$ cat src/rtl/rtc_pkg.sv
// ----------------------------------------------------------------------------
// rtc_pkg
// Shared constants, types and character helpers for the radix text converter.
// ----------------------------------------------------------------------------
package rtc_pkg;

    localparam int VALUE_BITS_DEF = 63;
    localparam int MAX_DIGITS_DEF = 64;

    localparam int BASE_W    = 6;
    localparam int CHAR_W    = 8;
    localparam int CFG_IDX_W = 1;
    // quotient bits resolved per divider cycle
    localparam int DIV_STEP  = 8;

    localparam logic [CFG_IDX_W-1:0] REG_SOURCE_BASE = 1'd0;
    localparam logic [CFG_IDX_W-1:0] REG_TARGET_BASE = 1'd1;

    localparam logic [BASE_W-1:0] BASE_MIN       = 6'd2;
    localparam logic [BASE_W-1:0] DIGIT_LIMIT    = 6'd36;
    localparam logic [BASE_W-1:0] BASE_RESET     = 6'd10;
    localparam logic [BASE_W-1:0] DECIMAL_DIGITS = 6'd10;

    localparam logic [CHAR_W-1:0] CH_ZERO = 8'h30;
    localparam logic [CHAR_W-1:0] CH_NINE = 8'h39;
    localparam logic [CHAR_W-1:0] CH_A    = 8'h41;
    localparam logic [CHAR_W-1:0] CH_Z    = 8'h5A;

    typedef struct packed {
        logic done;
        logic quot_zero;
    } t_div_status;

    function automatic logic [BASE_W-1:0] clamp_base(input logic [BASE_W-1:0] b);
        logic [BASE_W-1:0] r;
        r = b;
        if (b < BASE_MIN) begin
            r = BASE_MIN;
        end else if (b > DIGIT_LIMIT) begin
            r = DIGIT_LIMIT;
        end
        return r;
    endfunction

    function automatic logic [BASE_W-1:0] char_to_digit(input logic [CHAR_W-1:0] c);
        logic [CHAR_W-1:0] t;
        t = '0;
        if (c >= CH_ZERO && c <= CH_NINE) begin
            t = c - CH_ZERO;
        end else if (c >= CH_A && c <= CH_Z) begin
            t = c - CH_A + CHAR_W'(DECIMAL_DIGITS);
        end
        return t[BASE_W-1:0];
    endfunction

    function automatic logic [CHAR_W-1:0] digit_to_char(input logic [BASE_W-1:0] d);
        logic [CHAR_W-1:0] r;
        if (d < DECIMAL_DIGITS) begin
            r = CH_ZERO + CHAR_W'(d);
        end else begin
            r = CH_A + CHAR_W'(d - DECIMAL_DIGITS);
        end
        return r;
    endfunction

endpackage

$ cat src/rtl/rtc_divider.sv
// ----------------------------------------------------------------------------
// rtc_divider
// Iterative divider of a wide value by a small base, several quotient bits
// per cycle; returns quotient and remainder with a one-cycle done pulse.
// ----------------------------------------------------------------------------
module rtc_divider #(
    parameter int VALUE_BITS = rtc_pkg::VALUE_BITS_DEF
) (
    input  logic                      i_clk,
    input  logic                      i_rst_n,
    input  logic                      i_start,
    input  logic [VALUE_BITS-1:0]     i_dividend,
    input  logic [rtc_pkg::BASE_W-1:0] i_divisor,
    output rtc_pkg::t_div_status      o_status,
    output logic [VALUE_BITS-1:0]     o_quotient,
    output logic [rtc_pkg::BASE_W-1:0] o_remainder
);
    import rtc_pkg::*;

    localparam int ITER = (VALUE_BITS + DIV_STEP - 1) / DIV_STEP;
    localparam int PAD  = ITER * DIV_STEP;
    localparam int IT_W = $clog2(ITER + 1);

    logic [PAD-1:0]    r_quo;
    logic [BASE_W-1:0] r_rem;
    logic [BASE_W-1:0] r_div;
    logic [IT_W-1:0]   r_iter;
    logic              r_busy;
    logic              r_done;

    logic [PAD-1:0]    n_quo;
    logic [BASE_W-1:0] n_rem;
    logic [BASE_W:0]   w_trial;

    // restoring division, one quotient bit per inner step
    always_comb begin
        n_quo   = r_quo;
        n_rem   = r_rem;
        w_trial = '0;
        for (int i = 0; i < DIV_STEP; i++) begin
            w_trial = {n_rem, n_quo[PAD-1]};
            n_quo   = {n_quo[PAD-2:0], 1'b0};
            if (w_trial >= {1'b0, r_div}) begin
                w_trial  = w_trial - {1'b0, r_div};
                n_quo[0] = 1'b1;
            end
            n_rem = w_trial[BASE_W-1:0];
        end
    end

    always_ff @(posedge i_clk) begin
        if (!i_rst_n) begin
            r_busy <= 1'b0;
            r_done <= 1'b0;
            r_iter <= '0;
        end else begin
            r_done <= 1'b0;
            if (i_start) begin
                r_busy <= 1'b1;
                r_iter <= '0;
            end else if (r_busy) begin
                r_iter <= r_iter + 1'b1;
                if (r_iter == IT_W'(ITER - 1)) begin
                    r_busy <= 1'b0;
                    r_done <= 1'b1;
                end
            end
        end
    end

    always_ff @(posedge i_clk) begin
        if (i_start) begin
            r_quo <= PAD'(i_dividend);
            r_rem <= '0;
            r_div <= i_divisor;
        end else if (r_busy) begin
            r_quo <= n_quo;
            r_rem <= n_rem;
        end
    end

    assign o_status.done      = r_done;
    assign o_status.quot_zero = (r_quo == '0);
    assign o_quotient         = r_quo[VALUE_BITS-1:0];
    assign o_remainder        = r_rem;

endmodule

$ cat src/rtl/radix_text_converter_top.sv
// ----------------------------------------------------------------------------
// radix_text_converter_top
// Accumulates digit characters in a source base, then emits the value as
// digit characters in a target base, most significant first.
// ----------------------------------------------------------------------------
//  channel | direction | handshake                     | payload
//  in      | input     | i_in_valid / o_in_ready       | i_char_code, i_final_char
//  out     | output    | o_out_valid / i_out_ready     | o_digit_code, o_end_of_number,
//          |           |                               | o_empty_value, o_overflowed
//  cfg     | input     | i_cfg_we                      | i_cfg_index, i_cfg_data
//
// a non-final character is a multiply-add into the accumulator
// a final character with a non-zero value runs the shared divider once per
// output digit, then reads each digit from the digit memory and sends it
// o_in_ready is low from the final character until the last word is loaded
// into the output register
// reset is synchronous, active low; bases reset to 10; output stalls hold
module radix_text_converter_top #(
    parameter int VALUE_BITS = rtc_pkg::VALUE_BITS_DEF,
    parameter int MAX_DIGITS = rtc_pkg::MAX_DIGITS_DEF
) (
    input  logic                          i_clk,
    input  logic                          i_rst_n,
    input  logic                          i_cfg_we,
    input  logic [rtc_pkg::CFG_IDX_W-1:0] i_cfg_index,
    input  logic [rtc_pkg::BASE_W-1:0]    i_cfg_data,
    input  logic                          i_in_valid,
    output logic                          o_in_ready,
    input  logic [rtc_pkg::CHAR_W-1:0]    i_char_code,
    input  logic                          i_final_char,
    output logic                          o_out_valid,
    input  logic                          i_out_ready,
    output logic [rtc_pkg::CHAR_W-1:0]    o_digit_code,
    output logic                          o_end_of_number,
    output logic                          o_empty_value,
    output logic                          o_overflowed
);
    import rtc_pkg::*;

    localparam int PW    = VALUE_BITS + BASE_W;
    localparam int CNT_W = $clog2(MAX_DIGITS + 1);
    localparam int PTR_W = $clog2(MAX_DIGITS);

    localparam logic [2:0] ST_IDLE = 3'd0;
    localparam logic [2:0] ST_ZERO = 3'd1;
    localparam logic [2:0] ST_DIV  = 3'd2;
    localparam logic [2:0] ST_READ = 3'd3;
    localparam logic [2:0] ST_SEND = 3'd4;

    logic [2:0]            r_state;
    logic [BASE_W-1:0]     r_src_base;
    logic [BASE_W-1:0]     r_tgt_base;
    logic [VALUE_BITS-1:0] r_acc;
    logic                  r_sat;
    logic                  r_num_ovf;
    logic [CNT_W-1:0]      r_cnt;
    logic [PTR_W-1:0]      r_ptr;
    logic [BASE_W-1:0]     r_mem [MAX_DIGITS];
    logic [BASE_W-1:0]     r_rd_data;

    logic                  r_out_valid;
    logic [CHAR_W-1:0]     r_digit_code;
    logic                  r_eon;
    logic                  r_empty;
    logic                  r_ovf_out;

    logic [PW-1:0]         w_prod;
    logic                  w_ovf;
    logic [VALUE_BITS-1:0] w_acc_next;
    logic                  w_in_fire;
    logic                  w_out_free;
    logic                  w_div_start;
    logic [VALUE_BITS-1:0] w_div_value;
    logic                  w_div_last;
    logic                  w_load_zero;
    logic                  w_load_digit;
    t_div_status           w_div_st;
    logic [VALUE_BITS-1:0] w_quotient;
    logic [BASE_W-1:0]     w_remainder;

    assign o_in_ready = (r_state == ST_IDLE);
    assign w_in_fire  = i_in_valid && o_in_ready;
    assign w_out_free = !r_out_valid || i_out_ready;

    // value*base+digit, wide enough that overflow shows in the top bits
    assign w_prod = PW'(r_acc) * PW'(clamp_base(r_src_base))
                  + PW'(char_to_digit(i_char_code));
    assign w_ovf      = r_sat || (w_prod[PW-1:VALUE_BITS] != '0);
    assign w_acc_next = w_ovf ? '1 : w_prod[VALUE_BITS-1:0];

    // stop after the quotient runs out or the digit memory is full
    assign w_div_last = w_div_st.quot_zero || (r_cnt == CNT_W'(MAX_DIGITS - 1));

    assign w_div_start = (w_in_fire && i_final_char && (w_acc_next != '0))
                       || (r_state == ST_DIV && w_div_st.done && !w_div_last);
    assign w_div_value = (r_state == ST_IDLE) ? w_acc_next : w_quotient;

    assign w_load_zero  = (r_state == ST_ZERO) && w_out_free;
    assign w_load_digit = (r_state == ST_SEND) && w_out_free;

    rtc_divider #(
        .VALUE_BITS (VALUE_BITS)
    ) u_divider (
        .i_clk       (i_clk),
        .i_rst_n     (i_rst_n),
        .i_start     (w_div_start),
        .i_dividend  (w_div_value),
        .i_divisor   (clamp_base(r_tgt_base)),
        .o_status    (w_div_st),
        .o_quotient  (w_quotient),
        .o_remainder (w_remainder)
    );

    always_ff @(posedge i_clk) begin
        if (!i_rst_n) begin
            r_src_base <= BASE_RESET;
            r_tgt_base <= BASE_RESET;
        end else if (i_cfg_we) begin
            unique case (i_cfg_index)
                REG_SOURCE_BASE: r_src_base <= i_cfg_data;
                REG_TARGET_BASE: r_tgt_base <= i_cfg_data;
                default: ;
            endcase
        end
    end

    always_ff @(posedge i_clk) begin
        if (!i_rst_n) begin
            r_state   <= ST_IDLE;
            r_acc     <= '0;
            r_sat     <= 1'b0;
            r_num_ovf <= 1'b0;
            r_cnt     <= '0;
            r_ptr     <= '0;
        end else begin
            unique case (r_state)
                ST_IDLE: begin
                    if (w_in_fire) begin
                        if (i_final_char) begin
                            r_acc     <= '0;
                            r_sat     <= 1'b0;
                            r_num_ovf <= w_ovf;
                            r_cnt     <= '0;
                            r_state   <= (w_acc_next == '0) ? ST_ZERO : ST_DIV;
                        end else begin
                            r_acc <= w_acc_next;
                            r_sat <= w_ovf;
                        end
                    end
                end
                ST_ZERO: begin
                    if (w_out_free) begin
                        r_state <= ST_IDLE;
                    end
                end
                ST_DIV: begin
                    if (w_div_st.done) begin
                        r_cnt <= r_cnt + 1'b1;
                        if (w_div_last) begin
                            r_ptr   <= r_cnt[PTR_W-1:0];
                            r_state <= ST_READ;
                        end
                    end
                end
                ST_READ: begin
                    r_state <= ST_SEND;
                end
                ST_SEND: begin
                    if (w_out_free) begin
                        if (r_ptr == '0) begin
                            r_cnt   <= '0;
                            r_state <= ST_IDLE;
                        end else begin
                            r_ptr   <= r_ptr - 1'b1;
                            r_state <= ST_READ;
                        end
                    end
                end
                default: r_state <= ST_IDLE;
            endcase
        end
    end

    // digit memory, least significant digit at index zero
    always_ff @(posedge i_clk) begin
        if (r_state == ST_DIV && w_div_st.done) begin
            r_mem[r_cnt[PTR_W-1:0]] <= w_remainder;
        end
        r_rd_data <= r_mem[r_ptr];
    end

    always_ff @(posedge i_clk) begin
        if (!i_rst_n) begin
            r_out_valid <= 1'b0;
        end else if (w_load_zero || w_load_digit) begin
            r_out_valid <= 1'b1;
        end else if (i_out_ready) begin
            r_out_valid <= 1'b0;
        end
    end

    always_ff @(posedge i_clk) begin
        if (w_load_zero) begin
            // a zero value carries no digit character
            r_digit_code <= '0;
            r_eon        <= 1'b1;
            r_empty      <= 1'b1;
            r_ovf_out    <= r_num_ovf;
        end else if (w_load_digit) begin
            r_digit_code <= digit_to_char(r_rd_data);
            r_eon        <= (r_ptr == '0);
            r_empty      <= 1'b0;
            r_ovf_out    <= r_num_ovf;
        end
    end

    assign o_out_valid     = r_out_valid;
    assign o_digit_code    = r_digit_code;
    assign o_end_of_number = r_eon;
    assign o_empty_value   = r_empty;
    assign o_overflowed    = r_ovf_out;

endmodule
$ cat config.mk
export PLATFORM = sky130hd
export DESIGN_NAME = radix_text_converter_top
export DESIGN_NICKNAME = d
export VERILOG_FILES = /design/src/rtl/rtc_pkg.sv /design/src/rtl/rtc_divider.sv /design/src/rtl/radix_text_converter_top.sv
export SDC_FILE = /design/constraint.sdc
export NUM_CORES = 2
export LEC_CHECK = 0
export BUFFER_PORTS_ARGS = -buffer_cell sky130_fd_sc_hd__clkbuf_2
export CORE_AREA = 2 2 316 318
export CTS_BUF_LIST = sky130_fd_sc_hd__clkbuf_4 sky130_fd_sc_hd__clkbuf_8
export DETAILED_ROUTE_END_ITERATION = 8
export DIE_AREA = 0 0 318 320
export MAX_ROUTING_LAYER = met4
export PLACE_DENSITY = 0.66
export SLEW_MARGIN = 30
export SYNTH_ARGS = -nofsm -noshare
export SYNTH_HDL_FRONTEND = slang
export SYNTH_SLANG_ARGS = --single-unit
$ cat constraint.sdc
create_clock -name i_clk -period 30.9 [get_ports i_clk]
set_clock_uncertainty 0.2 [all_clocks]
set_input_delay 1.545 -clock i_clk [delete_from_list [all_inputs] [get_ports i_clk]]
set_output_delay 1.545 -clock i_clk [all_outputs]
set_load 0.02 [all_outputs]
==> results.txt <==
Number of cells upsized or downsized after cts -> 0
Sequential-to-total area share from yosys stat -> 41.2%
Number of H-tree levels -> 3
Clock tree sinks -> 577
Hold violation count in the final report -> 0
Status -> complete, no violations
Maximum number of pins on one net before global-route repair -> 71
Cell area after technology mapping -> 39,100 µm²
Biggest area contributors in the synthesized netlist -> sky130_fd_sc_hd__edfxtp_1, sky130_fd_sc_hd__fa_1, sky130_fd_sc_hd__mux4_2
Per-cell via count in the routed design -> 5.55
Antenna violations before repair -> 9
Highest-delay cell along the critical path -> sky130_fd_sc_hd__edfxtp_1
Reported max-cap violation count -> 0
Buffers on Ports -> 33
Average size of a mapped cell -> 11.2 µm²
Fin Setup TNS -> 0 ns
Via count of the first global-routing pass -> 26,800
Die ar. -> 102,000 µm²
Worst path setup slack after routing -> 10.18 ns
Worst Tran Pin Value -> 0.936 ns
Worst reg2reg path startpoint -> u_divider.r_div[1]
Leading register cell type out of synthesis -> sky130_fd_sc_hd__edfxtp_1
Cells after Synth -> 3,493
Post-route minimum period -> 20.72 ns
First-pass GRT wire length -> 152 mm
Worst-Skew Late Latency -> 0.74 ns
Routability congestion estimate -> 0.938
Startpoint of the worst setup timing path -> u_divider.r_div[1]
Endpoint required time on the critical path -> 31.28 ns
Buffer levels on the longest clock path -> 3
Fraction of post-synthesis cell area in the top cell type by area -> 34.9%
Area of the core -> 98,000 µm²
NumNets Final -> 3,967
#FFs+latches synth -> 577
Clock transition time at the flip-flop clock pins of the worst setup and hold paths -> 0.07 ns
Post-DP HPWL -> 67.7 mm
Post-CTS Repair Setup Buffers -> 0
Data arrival time at the worst-slack endpoint -> 21.09 ns
Routed Antenna Nets -> 0
Clock tree from TritonCTS -> built
Commonest cells in the synthesized netlist -> sky130_fd_sc_hd__nand2_1, sky130_fd_sc_hd__edfxtp_1, sky130_fd_sc_hd__inv_1
Width of the chip -> 318 µm
Max stage delay on crit path -> 0.65 ns
Number of synthesized flops with an enable pin -> 454
Post-Syn Nets -> 3,977
Worst Setup End Kind -> register
Height of the chip -> 320 µm
Setup slack after placement -> 10.44 ns
Async set-reset flop share out of synthesis -> 0%
Finished Core Util -> 43.2%
Number of library cell types mapped by synthesis -> 84
Count of standard-cell rows -> 115
Top cell by count, worst path -> sky130_fd_sc_hd__o21ai_0
Total congestion overflow after global routing -> 0
Upper clock frequency limit -> 48.3 MHz
Starting utilization of the core area -> 39.9%
Max-slew headroom at the worst pin -> 37.6%
Top Usage Layer GRT -> met2
Unrepaired setup endpoints after global routing -> no
Combined global-route utilization of all metal layers -> 19.3%
Worst Reg2Reg Path Length in Cells -> 81
Crit path max fanout -> 15
Worst min-delay path category -> reg2reg
Count of TritonRoute iterations in the first routing pass -> 6
Synth area leader -> sky130_fd_sc_hd__edfxtp_1
Minimum setup slack among reg-to-reg paths -> 10.18 ns
Met1 track demand over resource -> 27.0%
Reg-to-Reg End -> u_divider.o_remainder[5]
Area overhead of the layout relative to synthesis -> 8.27%
Library cell used as clock root buffer -> sky130_fd_sc_hd__clkbuf_8
Wirelength per Cell -> 19.5 µm
I/O pin total -> 34
Crit path capture -> u_divider.o_remainder[5]
Type of element launching the critical path -> register
Depth of the worst hold-timing path -> 0
Routed via count -> 26,900
Leading cell type by number of instances after synthesis -> sky130_fd_sc_hd__nand2_1
Count of hold buffers inserted by post-cts repair -> 0
Share of cells above drive strength 1 -> 12.3%
Critical setup path kind -> reg2reg
Number of DRC markers after the initial detailed-route iteration -> 2,151
Total of warnings raised by yosys -> 0
Final setup viols -> 0
Count of final max-slew check failures -> 0
Met3 capacity usage during global routing -> 3.46%
Routed wire length -> 94.4 mm
Fin crit share -> 67.0%
M2 GR Usage -> 28.8%
Num CTS Buffers -> 94
Remaining design rule violation count -> 0
## cell families (layout without fill, tap and decap cells)
family,Yosys count,count (layout),synth area share (%)
buf+inv,453,517,4.46
simple gates,1130,1130,13.2
compound gates,547,547,9.33
other cells,0,3,0
mux,222,222,9.78
xor+xnor,100,100,2.24
flops,577,577,41.2
fa+ha+maj,464,464,19.8
## worst max-delay path: cells and delay by family, from the launching register on
| kind | cells | cell delay [ns] |
|---|---|---|
| AO/OA/AOI/OAI | 40 | 9.18 |
| flip-flops | 1 | 0.65 |
| multiplexers | 6 | 2.32 |
| AND/OR/NAND/NOR | 19 | 4.67 |
| adder cells (fa/ha/maj) | 8 | 2.29 |
| buffers and inverters | 8 | 1.22 |
## registers in the layout, summed over array words and instances, names as in the netlist, 7 cells and up
name             cells
r_mem              384
u_divider.r_quo     64
r_acc               63
r_cnt                7
o_digit_code         8
## metal layers
layer | part of all wire (%) | vias to the layer above
met5 | 0 | -
met4 | 2.2 | 0
met3 | 6.6 | 162
met2 | 45 | 807
met1 | 46 | 13600
li1 | - | 12400
## final cells by class
| type | count | area [µm²] |
|---|---|---|
| clock buffers | 123 | 1540 |
| well taps | 1287 | 1610 |
| repair buffers | 62 | 387 |
| clock inverters | 47 | 283 |
| multi-input cells | 2463 | 21300 |
| inverters | 285 | 1070 |
| diodes | 3 | 7.51 |
| flip-flops and latches | 577 | 16100 |
| fillers | 9144 | 55700 |
## worst min path at each step
stage                    from            to  slack, ns
global route        r_num_ovf  o_overflowed       0.26
detailed placement  r_num_ovf  o_overflowed       0.23
global placement    r_num_ovf  o_overflowed       0.23
finish              r_num_ovf  o_overflowed       0.25
floorplan           r_num_ovf  o_overflowed       0.21
CTS                 r_num_ovf  o_overflowed       0.25
## metrics by stage
step | cells | hold slack (ns) | cell area (µm²)
CTS | 4844 | 0.246 | 42300
global placement | 4674 | 0.231 | 40500
detailed placement | 4674 | 0.232 | 40500
finish | 4847 | 0.249 | 42300
global route | 4847 | 0.257 | 42300
floorplan | 3493 | 0.209 | 39100
## layout by cell type, fill, tap and decap left out, drive strengths merged, types with 56 or more instances in the layout
cell type    n
a21oi      132
clkbuf     155
dfxtp      123
edfxtp     454
fa         256
ha         207
inv        291
mux2        79
mux4       120
nand2      594
nor2       174
o21ai      108
xnor2       56
Power is not shown: default switching activity piles up to over one toggle a cycle in this logic, so the estimate is an artifact.
